### src/design/scgp_pkg.sv
// Shared types, mode codes and Golay nibble tables for the SC-PHY preamble generator.
// No dependencies; used by scgp_chip_rom and the core.
package scgp_pkg;

  // Preamble mode register codes
  localparam logic [1:0] MODE_CMS     = 2'd0;
  localparam logic [1:0] MODE_MR      = 2'd1;
  localparam logic [1:0] MODE_HR      = 2'd2;
  localparam logic [1:0] MODE_INVALID = 2'd3;

  // Segment codes
  localparam logic [1:0] SEG_SYNC = 2'd0;
  localparam logic [1:0] SEG_SFD  = 2'd1;
  localparam logic [1:0] SEG_CES  = 2'd2;

  // Word counts in units of 128 chips
  localparam int unsigned WordLenLog = 7;
  localparam logic [6:0] CmsSyncEnd = 7'd48;
  localparam logic [6:0] CmsSfdEnd  = 7'd55;
  localparam logic [6:0] CmsLenW    = 7'd65;
  localparam logic [6:0] HrSyncEnd  = 7'd14;
  localparam logic [6:0] HrSfdEnd   = 7'd18;
  localparam logic [6:0] HrLenW     = 7'd27;

  // SFD complement flags, bit i applies to SFD word i
  localparam logic [7:0] SfdFlipCms = 8'h72;
  localparam logic [7:0] SfdFlipMr  = 8'h0A;
  localparam logic [7:0] SfdFlipHr  = 8'h0C;

  localparam logic [3:0] GolayA [32] = '{
    4'h0, 4'h5, 4'h3, 4'h6, 4'h6, 4'h3, 4'h5, 4'h0,
    4'h0, 4'h5, 4'hC, 4'h9, 4'h6, 4'h3, 4'hA, 4'hF,
    4'hF, 4'hA, 4'hC, 4'h9, 4'h9, 4'hC, 4'hA, 4'hF,
    4'h0, 4'h5, 4'hC, 4'h9, 4'h6, 4'h3, 4'hA, 4'hF};
  localparam logic [3:0] GolayB [32] = '{
    4'h0, 4'hA, 4'h3, 4'h9, 4'h6, 4'hC, 4'h5, 4'hF,
    4'h0, 4'hA, 4'hC, 4'h6, 4'h6, 4'hC, 4'hA, 4'h0,
    4'hF, 4'h5, 4'hC, 4'h6, 4'h9, 4'h3, 4'hA, 4'h0,
    4'h0, 4'hA, 4'hC, 4'h6, 4'h6, 4'hC, 4'hA, 4'h0};

  // One chip of a Golay 128 word, nibbles expanded MSB first
  function automatic logic golay_bit(input logic use_b, input logic [6:0] idx);
    logic [3:0] nib;
    nib = use_b ? GolayB[idx[6:2]] : GolayA[idx[6:2]];
    return nib[~idx[1:0]];
  endfunction

  // Chip lookup result
  typedef struct packed {
    logic       chip;
    logic [1:0] segment;
    logic       in_range;
    logic       last;
  } chip_info_t;

endpackage

### src/design/sc_phy_golay_preamble_generator_core.sv
// Top level of the SC-PHY Golay preamble generator: sequencing state and result register.
// Depends on scgp_pkg and scgp_chip_rom.
//
// Each accepted request yields one result: a preamble chip with its segment, active
// and last flags, or an idle result when the generator is not running or the mode is
// invalid. A request with restart set emits the first chip of the preamble in its own
// result. One request is accepted every clock unless the output stalls; the rate is set
// by the single result register, which takes a new request whenever it is empty or
// being drained in the same cycle. Mode 0 runs 8320 chips, modes 1 and 2 run 3456.
module sc_phy_golay_preamble_generator_core (
  input  logic       clk_i,
  input  logic       rst_ni,
  input  logic       cfg_we_i,
  input  logic [1:0] cfg_wdata_i,
  input  logic       in_valid_i,
  output logic       in_stall_o,
  input  logic       restart_i,
  output logic       out_valid_o,
  input  logic       out_stall_i,
  output logic       chip_o,
  output logic [1:0] segment_o,
  output logic       active_o,
  output logic       last_o,
  output logic       mode_error_o
);

  logic [1:0]  mode_q;
  logic [13:0] pos_q, pos_d;
  logic        running_q, running_d;
  logic        out_valid_q;
  logic        chip_q, active_q, last_q, mode_error_q;
  logic [1:0]  segment_q;

  logic        accept;
  logic        run;
  logic [13:0] pos_cur;
  logic        mode_ok;
  logic        fire;
  scgp_pkg::chip_info_t info;

  assign in_stall_o = out_valid_q && out_stall_i;
  assign accept     = in_valid_i && !in_stall_o;

  // Resolve restart before lookup
  assign run     = restart_i || running_q;
  assign pos_cur = restart_i ? '0 : pos_q;
  assign mode_ok = (mode_q != scgp_pkg::MODE_INVALID);

  scgp_chip_rom u_rom (
    .mode_i (mode_q),
    .pos_i  (pos_cur),
    .info_o (info)
  );

  assign fire      = run && mode_ok && info.in_range;
  assign pos_d     = fire ? pos_cur + 14'd1 : pos_cur;
  assign running_d = fire && !info.last;

  // Hold mode register
  always_ff @(posedge clk_i or negedge rst_ni) begin
    if (!rst_ni) begin
      mode_q <= scgp_pkg::MODE_CMS;
    end else if (cfg_we_i) begin
      mode_q <= cfg_wdata_i;
    end
  end

  // Advance sequencing state on each request
  always_ff @(posedge clk_i or negedge rst_ni) begin
    if (!rst_ni) begin
      pos_q       <= '0;
      running_q   <= 1'b0;
      out_valid_q <= 1'b0;
    end else begin
      if (accept) begin
        pos_q     <= pos_d;
        running_q <= running_d;
      end
      if (accept) begin
        out_valid_q <= 1'b1;
      end else if (!out_stall_i) begin
        out_valid_q <= 1'b0;
      end
    end
  end

  // Load result register
  always_ff @(posedge clk_i) begin
    if (accept) begin
      chip_q       <= fire && info.chip;
      segment_q    <= fire ? info.segment : scgp_pkg::SEG_SYNC;
      active_q     <= fire;
      last_q       <= fire && info.last;
      mode_error_q <= !mode_ok;
    end
  end

  assign out_valid_o  = out_valid_q;
  assign chip_o       = chip_q;
  assign segment_o    = segment_q;
  assign active_o     = active_q;
  assign last_o       = last_q;
  assign mode_error_o = mode_error_q;

  // Checks
  a_last_active: assert property (@(posedge clk_i) disable iff (!rst_ni)
    out_valid_q && last_q |-> active_q)
    else $error("last flagged on an inactive chip");

  a_err_idle: assert property (@(posedge clk_i) disable iff (!rst_ni)
    out_valid_q && mode_error_q |-> !active_q)
    else $error("chip produced with invalid mode");

  a_restart_sync: assert property (@(posedge clk_i) disable iff (!rst_ni)
    accept && restart_i && mode_ok && !cfg_we_i |=>
      out_valid_q && active_q && (segment_q == scgp_pkg::SEG_SYNC) && !last_q)
    else $error("restart did not emit first sync chip");

  a_seg_range: assert property (@(posedge clk_i) disable iff (!rst_ni)
    out_valid_q && active_q |-> (segment_q <= scgp_pkg::SEG_CES))
    else $error("segment code out of range");

  a_idle_after_last: assert property (@(posedge clk_i) disable iff (!rst_ni)
    accept && fire && info.last |=> !running_q)
    else $error("generator still running after final chip");

endmodule

### src/design/scgp_chip_rom.sv
// Position-to-chip decode for the SC-PHY preamble: segment, chip bit, range and last flag.
// Depends on scgp_pkg.
module scgp_chip_rom (
  input  logic [1:0]               mode_i,
  input  logic [13:0]              pos_i,
  output scgp_pkg::chip_info_t     info_o
);

  logic       cms;
  logic [6:0] wi;
  logic [6:0] offs;
  logic [6:0] sync_end;
  logic [6:0] sfd_end;
  logic [6:0] len_w;
  logic [7:0] flips;
  logic [6:0] sfd_word;
  logic [6:0] ces_word;

  assign cms  = (mode_i == scgp_pkg::MODE_CMS);
  assign wi   = pos_i[13:scgp_pkg::WordLenLog];
  assign offs = pos_i[scgp_pkg::WordLenLog-1:0];

  // Select per-mode layout
  always_comb begin
    sync_end = cms ? scgp_pkg::CmsSyncEnd : scgp_pkg::HrSyncEnd;
    sfd_end  = cms ? scgp_pkg::CmsSfdEnd  : scgp_pkg::HrSfdEnd;
    len_w    = cms ? scgp_pkg::CmsLenW    : scgp_pkg::HrLenW;
    case (mode_i)
      scgp_pkg::MODE_CMS: flips = scgp_pkg::SfdFlipCms;
      scgp_pkg::MODE_MR:  flips = scgp_pkg::SfdFlipMr;
      scgp_pkg::MODE_HR:  flips = scgp_pkg::SfdFlipHr;
      default:            flips = '0;
    endcase
  end

  assign sfd_word = wi - sync_end;
  // Word index inside the 256 blocks of the CES, past the leading a128 in common mode
  assign ces_word = wi - sfd_end - {6'd0, cms};

  // Decode segment and chip bit
  always_comb begin
    info_o.in_range = (wi < len_w);
    info_o.last     = info_o.in_range && (wi == len_w - 7'd1) && (&offs);
    if (wi < sync_end) begin
      info_o.segment = scgp_pkg::SEG_SYNC;
      info_o.chip    = scgp_pkg::golay_bit(cms, offs);
    end else if (wi < sfd_end) begin
      info_o.segment = scgp_pkg::SEG_SFD;
      info_o.chip    = scgp_pkg::golay_bit(cms, offs) ^ flips[sfd_word[2:0]];
    end else begin
      info_o.segment = scgp_pkg::SEG_CES;
      if (cms && (wi == sfd_end)) begin
        // leading a128 of the common-mode CES
        info_o.chip = scgp_pkg::golay_bit(1'b0, offs);
      end else if (wi == len_w - 7'd1) begin
        // trailing b128
        info_o.chip = scgp_pkg::golay_bit(1'b1, offs);
      end else begin
        // 256 blocks alternate a/b; second half complemented
        info_o.chip = scgp_pkg::golay_bit(ces_word[1], offs) ^ ces_word[0];
      end
    end
  end

endmodule

### config.mk
export PLATFORM = sky130hd
export DESIGN_NAME = sc_phy_golay_preamble_generator_core
export DESIGN_NICKNAME = d
export VERILOG_FILES = /design/src/design/scgp_pkg.sv /design/src/design/sc_phy_golay_preamble_generator_core.sv /design/src/design/scgp_chip_rom.sv
export SDC_FILE = /design/constraint.sdc
export NUM_CORES = 1
export LEC_CHECK = 0
export BUFFER_PORTS_ARGS = -buffer_cell sky130_fd_sc_hd__buf_4
export CAP_MARGIN = 20
export CORE_MARGIN = 4
export CORE_UTILIZATION = 35
export DETAILED_ROUTE_END_ITERATION = 12
export PLACE_DENSITY = 0.48
export SLEW_MARGIN = 25
export SYNTH_ARGS = -nofsm -noshare
export SYNTH_HDL_FRONTEND = slang
export SYNTH_SLANG_ARGS = --single-unit
### constraint.sdc
create_clock -name clk_i -period 4 [get_ports clk_i]
set_input_delay 1 -clock clk_i [delete_from_list [all_inputs] [get_ports clk_i]]
set_output_delay 1 -clock clk_i [all_outputs]
set_load 0.02 [all_outputs]
==> impl_metrics.tcl, run 1 <==
set metrics [dict create \
    status "completed" \
    place_hpwl_um 3640 \
    grt-ovfl-total 0 \
    drtIter0Drc 115 \
    maxCapViolations 0 \
    cts_tree "yes" \
    ant_nets 0 \
    hold_viol 0 \
    drc 0 \
    gp_congestion 0.812 \
    multi_input_area_um2 1290 \
    min_period_ps 3420 \
    clkTransAtPathRegs_ps 90 \
    io_buffers 15 \
    via_count 1660 \
    yosysWarnings 0 \
    final_max_slew_viol_count 0 \
    leakagePower_uw 0.000976 \
    synth_edf_count 6 \
    dp_slack_ps 314 \
    num-fill-cells 594 \
    post_cts_buffers 0 \
    critPathMaxFanout 17 \
    synth_seq_cells 24 \
    grt_use_total_pct 14.0 \
    wire_per_inst_um 15.4 \
    total_power_uw 675 \
    hold_path.class "reg2reg" \
    cts_resized 0 \
    seqCellArea_um2 631 \
    stdcell_area_um2 2240 \
    initial_utilization_pct 36.7 \
    diodes 0 \
    fin_skew_ps 1.12 \
    grt_pass1_wl_um 8080 \
    cts_buffer_depth 2 \
    syn_area_per_cell_um2 8.94 \
    fp.dieW_um 84.6 \
    fmax_ghz 0.293 \
    syn-instance-count 230 \
    ys.flop_type "dfrtp_1" \
    row_count 27 \
    avgViaCountPerCell 5.32 \
    grt_pass1_vias 1628 \
    syn-num-nets 256 \
    antenna_found_initial 0 \
    fin_ws_ps 581 \
    final_util_pct 39.9 \
    wirelength_um 4810 \
    arrival_ps 3580 \
    critPathCaptureType "flip-flop" \
    required_ps 4160 \
    htree_levels 1 \
    r2r_slack_ps 780 \
    drive_above_1_share_pct 13.8 \
    r2r_cells 12 \
    syn_to_final_growth_pct 8.76 \
    worstHoldPathCells 2 \
    setup_viol 0 \
    grt_max_degree 19 \
    cts.sinks 24 \
    die_h_um 84.6 \
    critPathKind "in2reg" \
    numCtsBuffers 3 \
    ctsHoldBuffers 0 \
    core_um2 5610 \
    synth.cell_area_um2 2060 \
    relSlewSlack_pct 64.0 \
    max-vdd-ir-drop_uv 138 \
    powerDensity_nw_per_um2 302 \
    finalCritPeriodShare_pct 85.5 \
    cp-start-kind "primary input" \
    die_area_um2 7160 \
    ys_async_sr_fraction_pct 75.0 \
    place_area_um2 2180 \
    fin_tns_setup_ps 0 \
    io_pins 16 \
    first_pass_iters 4 \
    clk_latency_ps 270 \
    tightest_slew_ps 538 \
    grt_setup_unrepaired "false" \
    fin_nets 267 \
    clockRootBuffer "clkbuf_8" \
    synth_cell_types 61 \
    seq_area_frac_synth_pct 30.7 \
]
-- sequential cells by signal, indices dropped and copies added (netlist names) --
name	count
segment_o	2
out_valid_o	1
pos_q	14
chip_o	1
mode_error_o	1
mode_q	2
active_o	1
last_o	1
running_q	1
-- cell families (layout without fill, tap and decap cells) --
logic type	count (synthesis)	after routing	share of synthesized area, %
and+or+nand+nor	96	96	23.7
AOI/OAI and AO/OA	44	44	16.3
adders and majority gates	18	18	11.3
DFF	24	24	30.7
buffers and inverters	23	33	6.76
xor gates and xnor gates	16	16	6.82
muxes	9	9	4.44
-- final cells by class --
| class | count | area share, % |
|---|---|---|
| Sequential cell | 24 | 28.2 |
| Tap cell | 72 | 4.03 |
| Clock buffer | 4 | 2.46 |
| Inverter | 12 | 2.07 |
| Multi-Input combinational cell | 183 | 57.5 |
| Timing Repair Buffer | 17 | 5.71 |
-- critical path, stage by stage --
cell      delay (ps)
buf_4            200
inv_1            110
nand2_1          130
inv_1             60
ha_1             410
a21oi_1          190
o21bai_1          70
a21o_1           180
a211o_1          340
a21o_2           290
clkinv_2         170
nand2_1           90
o311ai_1         330
-- report_power, final --
group	total (uW)	switching [uW]	internal [uW]
Combinational	196	115	81.5
Clock	174	85.8	88.2
Sequential	305	33.5	272
Total	675	234	441
-- worst paths after layout --
path                             endpoint      start
min in group asynchronous        pos_q[9]     rst_ni
max in group asynchronous       mode_q[1]     rst_ni
worst min-delay path            running_q  running_q
worst max-delay path            pos_q[10]  restart_i
worst min register to register  running_q  running_q
worst max register to register     chip_o  mode_q[0]
-- routing by layer --
metal	global-route usage, %	wire length, um
met5	0	0
met4	3.88	79
met3	1.86	190
met2	22.6	2180
met1	19.6	2360
-- cells in the mapped netlist (4+ instances only) --
master	instances	area share [%]
nand2_1	33	6.0
dfrtp_1	18	22
ha_1	17	10
nor2_1	13	2.4
inv_1	10	1.8
xor2_1	10	4.3
nand3_1	9	2.2
o21ai_0	9	2.2
mux2i_1	8	3.9
edfxtp_1	6	8.8
nor2b_1	6	1.8
nor3_1	6	1.5
xnor2_1	6	2.6
buf_6	4	2.2
clkbuf_1	4	0.73
nand4_1	4	1.2
o31a_1	4	1.7
-- per-stage QoR --
step                hold WS [ps]  cells
finish                       509    312
global route                 522    312
CTS                          510    312
detailed placement           489    308
global placement             477    308
floorplan                    450    230
-- cells in the final DEF, fill, tap and decap left out, drive strengths merged, types with 3 or more instances in the layout --
master	instances
inv	10
nor3	6
a21o	3
mux2i	8
or3	3
and3	4
clkbuf	4
xor2	10
nand2b	3
nor2	14
ha	17
nor2b	6
nand4	4
and2b	4
o31a	4
edfxtp	6
xnor2	6
nand2	34
buf	17
o21ai	11
dfrtp	18
a21oi	3
nand3	10
Power figures use the tool's default switching activity.
==> run 2: changes to the inputs <==
--- a/config.mk
+++ b/config.mk
@@ -5,7 +5,7 @@
 export SDC_FILE = /design/constraint.sdc
 export NUM_CORES = 1
 export LEC_CHECK = 0
-export BUFFER_PORTS_ARGS = -buffer_cell sky130_fd_sc_hd__buf_4
+export BUFFER_PORTS_ARGS = -buffer_cell sky130_fd_sc_hd__clkbuf_2
 export CAP_MARGIN = 20
 export CORE_MARGIN = 4
 export CORE_UTILIZATION = 35
==> run 2 against run 1 <==
  * Utilization decreased by 0.65 points
  * Sequential power hardly changed
  * Sequential cell count did not move
  * Global-route usage is 0.37 points lower
  * Highest routed layer unchanged
  * Total power shrank 3.9%
  * Die area did not move
==> impl_metrics.tcl, run 2 (synthesis results as in run 1) <==
set metrics [dict create \
    r2r_end "pos_q[10]" \
    critPathCaptureType "flip-flop" \
    place_hpwl_um 3610 \
    diodes 0 \
    fin_skew_ps 3.28 \
    ctsHoldBuffers 0 \
    post_cts_buffers 0 \
    r2r_cells 12 \
    cts_buffer_depth 2 \
    row_count 27 \
    place_area_um2 2160 \
    fin_nets 269 \
    setup_viol 0 \
    grt_pass1_vias 1605 \
    worstHoldEndpoint "running_q" \
    gp_congestion 0.802 \
    met3_usage_pct 1.57 \
    leakagePower_uw 0.000969 \
    status "completed" \
    ant_nets 0 \
    hold_start "running_q" \
    largest-register "pos_q" \
    grt_pass1_wl_um 7920 \
    die_area_um2 7160 \
    fmax_ghz 0.292 \
    avgViaCountPerCell 5.29 \
    final_common_cell "nand2_1" \
    drtIter0Drc 75 \
    grt_max_degree 19 \
    wirelength_um 4770 \
    r2r_slack_ps 1070 \
    die_h_um 84.6 \
    cts_tree "yes" \
    cts.sinks 24 \
    powerDensity_nw_per_um2 295 \
    grt.met2_usage_pct 22.5 \
    fp.dieW_um 84.6 \
    core_um2 5610 \
    hold_viol 0 \
    io_pins 16 \
    max-vdd-ir-drop_uv 128 \
    top_usage_layer "met2" \
    maxCapViolations 0 \
    io_buffers 15 \
    critPathMaxFanout 15 \
    numCtsBuffers 3 \
    final_cell_mix "nand2_1, dfrtp_1, ha_1" \
    cp-start-kind "primary input" \
    required_ps 4170 \
    initial_utilization_pct 36.7 \
    clk_latency_ps 270 \
    cts_resized 0 \
    first_pass_iters 4 \
    stdcell_area_um2 2200 \
    critPathKind "in2reg" \
    drc 0 \
    clkTransAtPathRegs_ps 90 \
    grt_setup_unrepaired "false" \
    min_period_ps 3430 \
    relSlewSlack_pct 64.4 \
    largest_reg_flops 14 \
    final_max_slew_viol_count 0 \
    fin_tns_setup_ps 0 \
    final_util_pct 39.2 \
    htree_levels 1 \
    grt-ovfl-total 0 \
    num-fill-cells 602 \
    finalCritPeriodShare_pct 85.7 \
    antenna_found_initial 0 \
    syn_to_final_growth_pct 7.00 \
    tightest_slew_ps 528 \
    via_count 1655 \
    drive_above_1_share_pct 14.1 \
    wire_per_inst_um 15.2 \
    met1_usage_pct 18.6 \
    worstHoldPathCells 2 \
    hold_path.class "reg2reg" \
    clockRootBuffer "clkbuf_8" \
    grt_use_total_pct 13.6 \
    arrival_ps 3600 \
    reg2reg_from "mode_q[0]" \
]
[run 2: final cells by class]
| class | count | area, um2 | area share [%] |
|---|---|---|---|
| sequential | 24 | 631 | 28.7 |
| multi-input combinational | 183 | 1290 | 58.5 |
| inverter | 12 | 46.3 | 2.10 |
| clock buffer | 3 | 41.3 | 1.88 |
| timing repair buffer | 19 | 105 | 4.78 |
| tap | 72 | 90.1 | 4.10 |
[run 2: metrics by stage]
| step | worst slack, ps | hold slack [ps] | total power (uW) | std cells |
|---|---|---|---|---|
| 6_report | 570 | 526 | 649 | 313 |
| 3_5_place_dp | 324 | 506 | 503 | 310 |
| 5_1_grt | 405 | 560 | 693 | 313 |
| 3_3_place_gp | 339 | 504 | 506 | 310 |
| 2_1_floorplan | 853 | 450 | 456 | 230 |
| 4_1_cts | 608 | 528 | 658 | 313 |
[run 2: how the worst max path moves through the flow]
stage	start	end	slack (ps)
final	restart_i	pos_q[10]	570
after global routing	restart_i	pos_q[10]	410
after CTS	restart_i	pos_q[10]	610
after detailed placement	restart_i	pos_q[10]	320
after global placement	restart_i	pos_q[10]	340
after floorplan	restart_i	pos_q[13]	850
[run 2: routing by layer]
metal  vias to the layer above  part of all wire, %
met5                         -                    0
met4                         0                  1.8
met3                         6                  4.1
met2                        36                   45
met1                       775                   49
li1                        838                    -
[run 2: report_power, final]
| group | internal [uW] | leakage [uW] | total [uW] | switching (uW) |
|---|---|---|---|---|
| Combinational | 78.1 | 0.000654 | 192 | 114 |
| Sequential | 272 | 0.000293 | 305 | 33.7 |
| Clock | 67.6 | 0.0000216 | 151 | 83.7 |
[run 2: critical path, stage by stage]
cell and delay [ps]:
clkbuf_2 290, inv_1 150, nand2_1 150, inv_1 60, ha_1 280, a21oi_1 150, o21bai_1 80, a21o_1 170
a211o_1 340, a21o_2 300, clkinv_2 180, nand2_1 120, o311ai_1 320
==> run 3: changes to the inputs <==
--- a/config.mk
+++ b/config.mk
@@ -15,3 +15,4 @@
 export SYNTH_ARGS = -nofsm -noshare
 export SYNTH_HDL_FRONTEND = slang
 export SYNTH_SLANG_ARGS = --single-unit
+export TNS_END_PERCENT = 30
==> constraint.sdc (replaced) <==
create_clock -name clk_i -period 3.62 [get_ports clk_i]
set_input_delay 0.905 -clock clk_i [delete_from_list [all_inputs] [get_ports clk_i]]
set_output_delay 0.905 -clock clk_i [all_outputs]
set_load 0.02 [all_outputs]
==> run 3 against run 2 <==
  * Die area is the same
  * Clock skew up 1.0 ps
  * Cell count grew 0.64%
  * Sequential share of layout area fell by 0.58 points
  * Hold slack worse by 26 ps
  * Total power grew 18%
  * First-iteration DRC count is 80% higher
  * Critical endpoint is now chip_o
  * Critical path depth down 4
  * Non-clock buffer count up 1
  * Final area rose by 2.0%
  * Setup slack got worse by 130 ps
==> impl_metrics.tcl, run 3 (synthesis results as in run 1) <==
set metrics [dict create \
    p_switching_uw 259 \
    grt_use_total_pct 14.1 \
    finalCritPeriodShare_pct 87.8 \
    fp.dieW_um 84.6 \
    via_count 1644 \
    fin_nets 270 \
    syn_to_final_growth_pct 9.19 \
    hold_path.class "reg2reg" \
    critPathCaptureType "flip-flop" \
    wirelength_um 4790 \
    place_area_um2 2180 \
    critPathSlowestCell "o311ai_0" \
    cts_buffer_depth 2 \
    numCtsBuffers 3 \
    powerDensity_nw_per_um2 342 \
    largest_reg_flops 14 \
    maxCapViolations 0 \
    initial_utilization_pct 36.7 \
    grt_pass1_vias 1630 \
    final_max_slew_viol_count 0 \
    required_ps 3650 \
    hold_viol 0 \
    clkPwrFrac_pct 27.9 \
    avgViaCountPerCell 5.22 \
    cts.sinks 24 \
    clkTransAtPathRegs_ps 90 \
    fin_skew_ps 4.32 \
    largest-register "pos_q" \
    grt-ovfl-total 0 \
    ctsHoldBuffers 0 \
    cts_tree "yes" \
    cp_cell_sequence "clkbuf_2, nor2b_1, ha_1, o31a_1, o311ai_0, o221ai_1, o31ai_1, nor4b_1, o31a_1" \
    min_period_ps 3180 \
    gp_congestion 0.829 \
    stdcell_area_um2 2240 \
    ant_nets 0 \
    core_um2 5610 \
    hold_start "running_q" \
    grt_max_degree 19 \
    htree_levels 1 \
    num-fill-cells 608 \
    reg2reg_from "pos_q[3]" \
    switching_share_pct 33.7 \
    status "completed" \
    clockRootBuffer "clkbuf_8" \
    worst-path-buf-inv 1 \
    grt_pass1_wl_um 8110 \
    p_seq_share_pct 43.8 \
    post_cts_buffers 0 \
    drtIter0Drc 135 \
    relSlewSlack_pct 64.5 \
    place_hpwl_um 3720 \
    clk_latency_ps 270 \
    grt_setup_unrepaired "false" \
    cp-start-kind "primary input" \
    drive_above_1_share_pct 14.8 \
    max-vdd-ir-drop_uv 177 \
    fmax_ghz 0.315 \
    drc 0 \
    seqCellArea_um2 631 \
    diodes 0 \
    multi_input_area_um2 1290 \
    die_area_um2 7160 \
    cts_resized 0 \
    crit_start "restart_i" \
    p_comb_share_pct 28.3 \
    critPathKind "in2reg" \
    setup_viol 0 \
    critPathMaxFanout 8 \
    wire_per_inst_um 15.2 \
    cpMostUsedCell "o31a_1" \
    row_count 27 \
    leakagePower_uw 0.000991 \
    arrival_ps 3210 \
    tightest_slew_ps 532 \
    final_common_cell "nand2_1" \
    first_pass_iters 4 \
    max_stage_delay_ps 430 \
    io_pins 16 \
    fin_tns_setup_ps 0 \
    final_cell_mix "nand2_1, dfrtp_1, ha_1" \
    path_delay_family "compound AO/OA/AOI/OAI gates" \
    p_int_uw 510 \
    die_h_um 84.6 \
    antenna_found_initial 0 \
    io_buffers 15 \
]
run 3: final cells by class:
class                   instances  area share (%)
clock buffers                   4            2.95
repair buffers                 20            5.57
inverters                      12            2.06
flip-flops and latches         24            28.1
well taps                      72            4.01
multi-input cells             183            57.3
run 3: tightest hold or removal path, cell delays in order (launching register included):
cell,delay [ps]
dfrtp_1,350
nand2_1,50
o21ai_1,60
run 3: through the flow:
step | hold WS (ps) | utilization [%] | setup slack (ps) | power, uW | std cells
floorplan | 450 | - | 568 | 504 | 230
global placement | 473 | 38.8 | 151 | 563 | 311
detailed placement | 481 | 38.8 | 174 | 561 | 311
CTS | 504 | 40.0 | 459 | 781 | 315
global route | 531 | 40.0 | 298 | 825 | 315
finish | 499 | 40.0 | 441 | 768 | 315
run 3: path summary, 6_finish.rpt:
kind                              to  slack, ps  depth (start not counted)
max                           chip_o        440                          9
min                        running_q        500                          2
max reg2reg                   chip_o        770                          8
min reg2reg                running_q        500                          2
max in group asynchronous  mode_q[1]       2710                          1
min in group asynchronous  pos_q[12]        570                          1
run 3: power groups by stage:
stage	logic, uW	clock network [uW]	registers (uW)
after floorplan	180	0	324
after global placement	220	0	343
after detailed placement	218	0	342
after CTS	219	226	337
after global routing	245	236	344
final	217	214	337
run 3: routing by layer:
| layer | part of all wire, % | track usage, % |
|---|---|---|
| met2 | 44 | 23.3 |
| met1 | 52 | 19.4 |
| met3 | 2.8 | 2.65 |
| met5 | 0 | 0 |
| met4 | 0.54 | 2.16 |
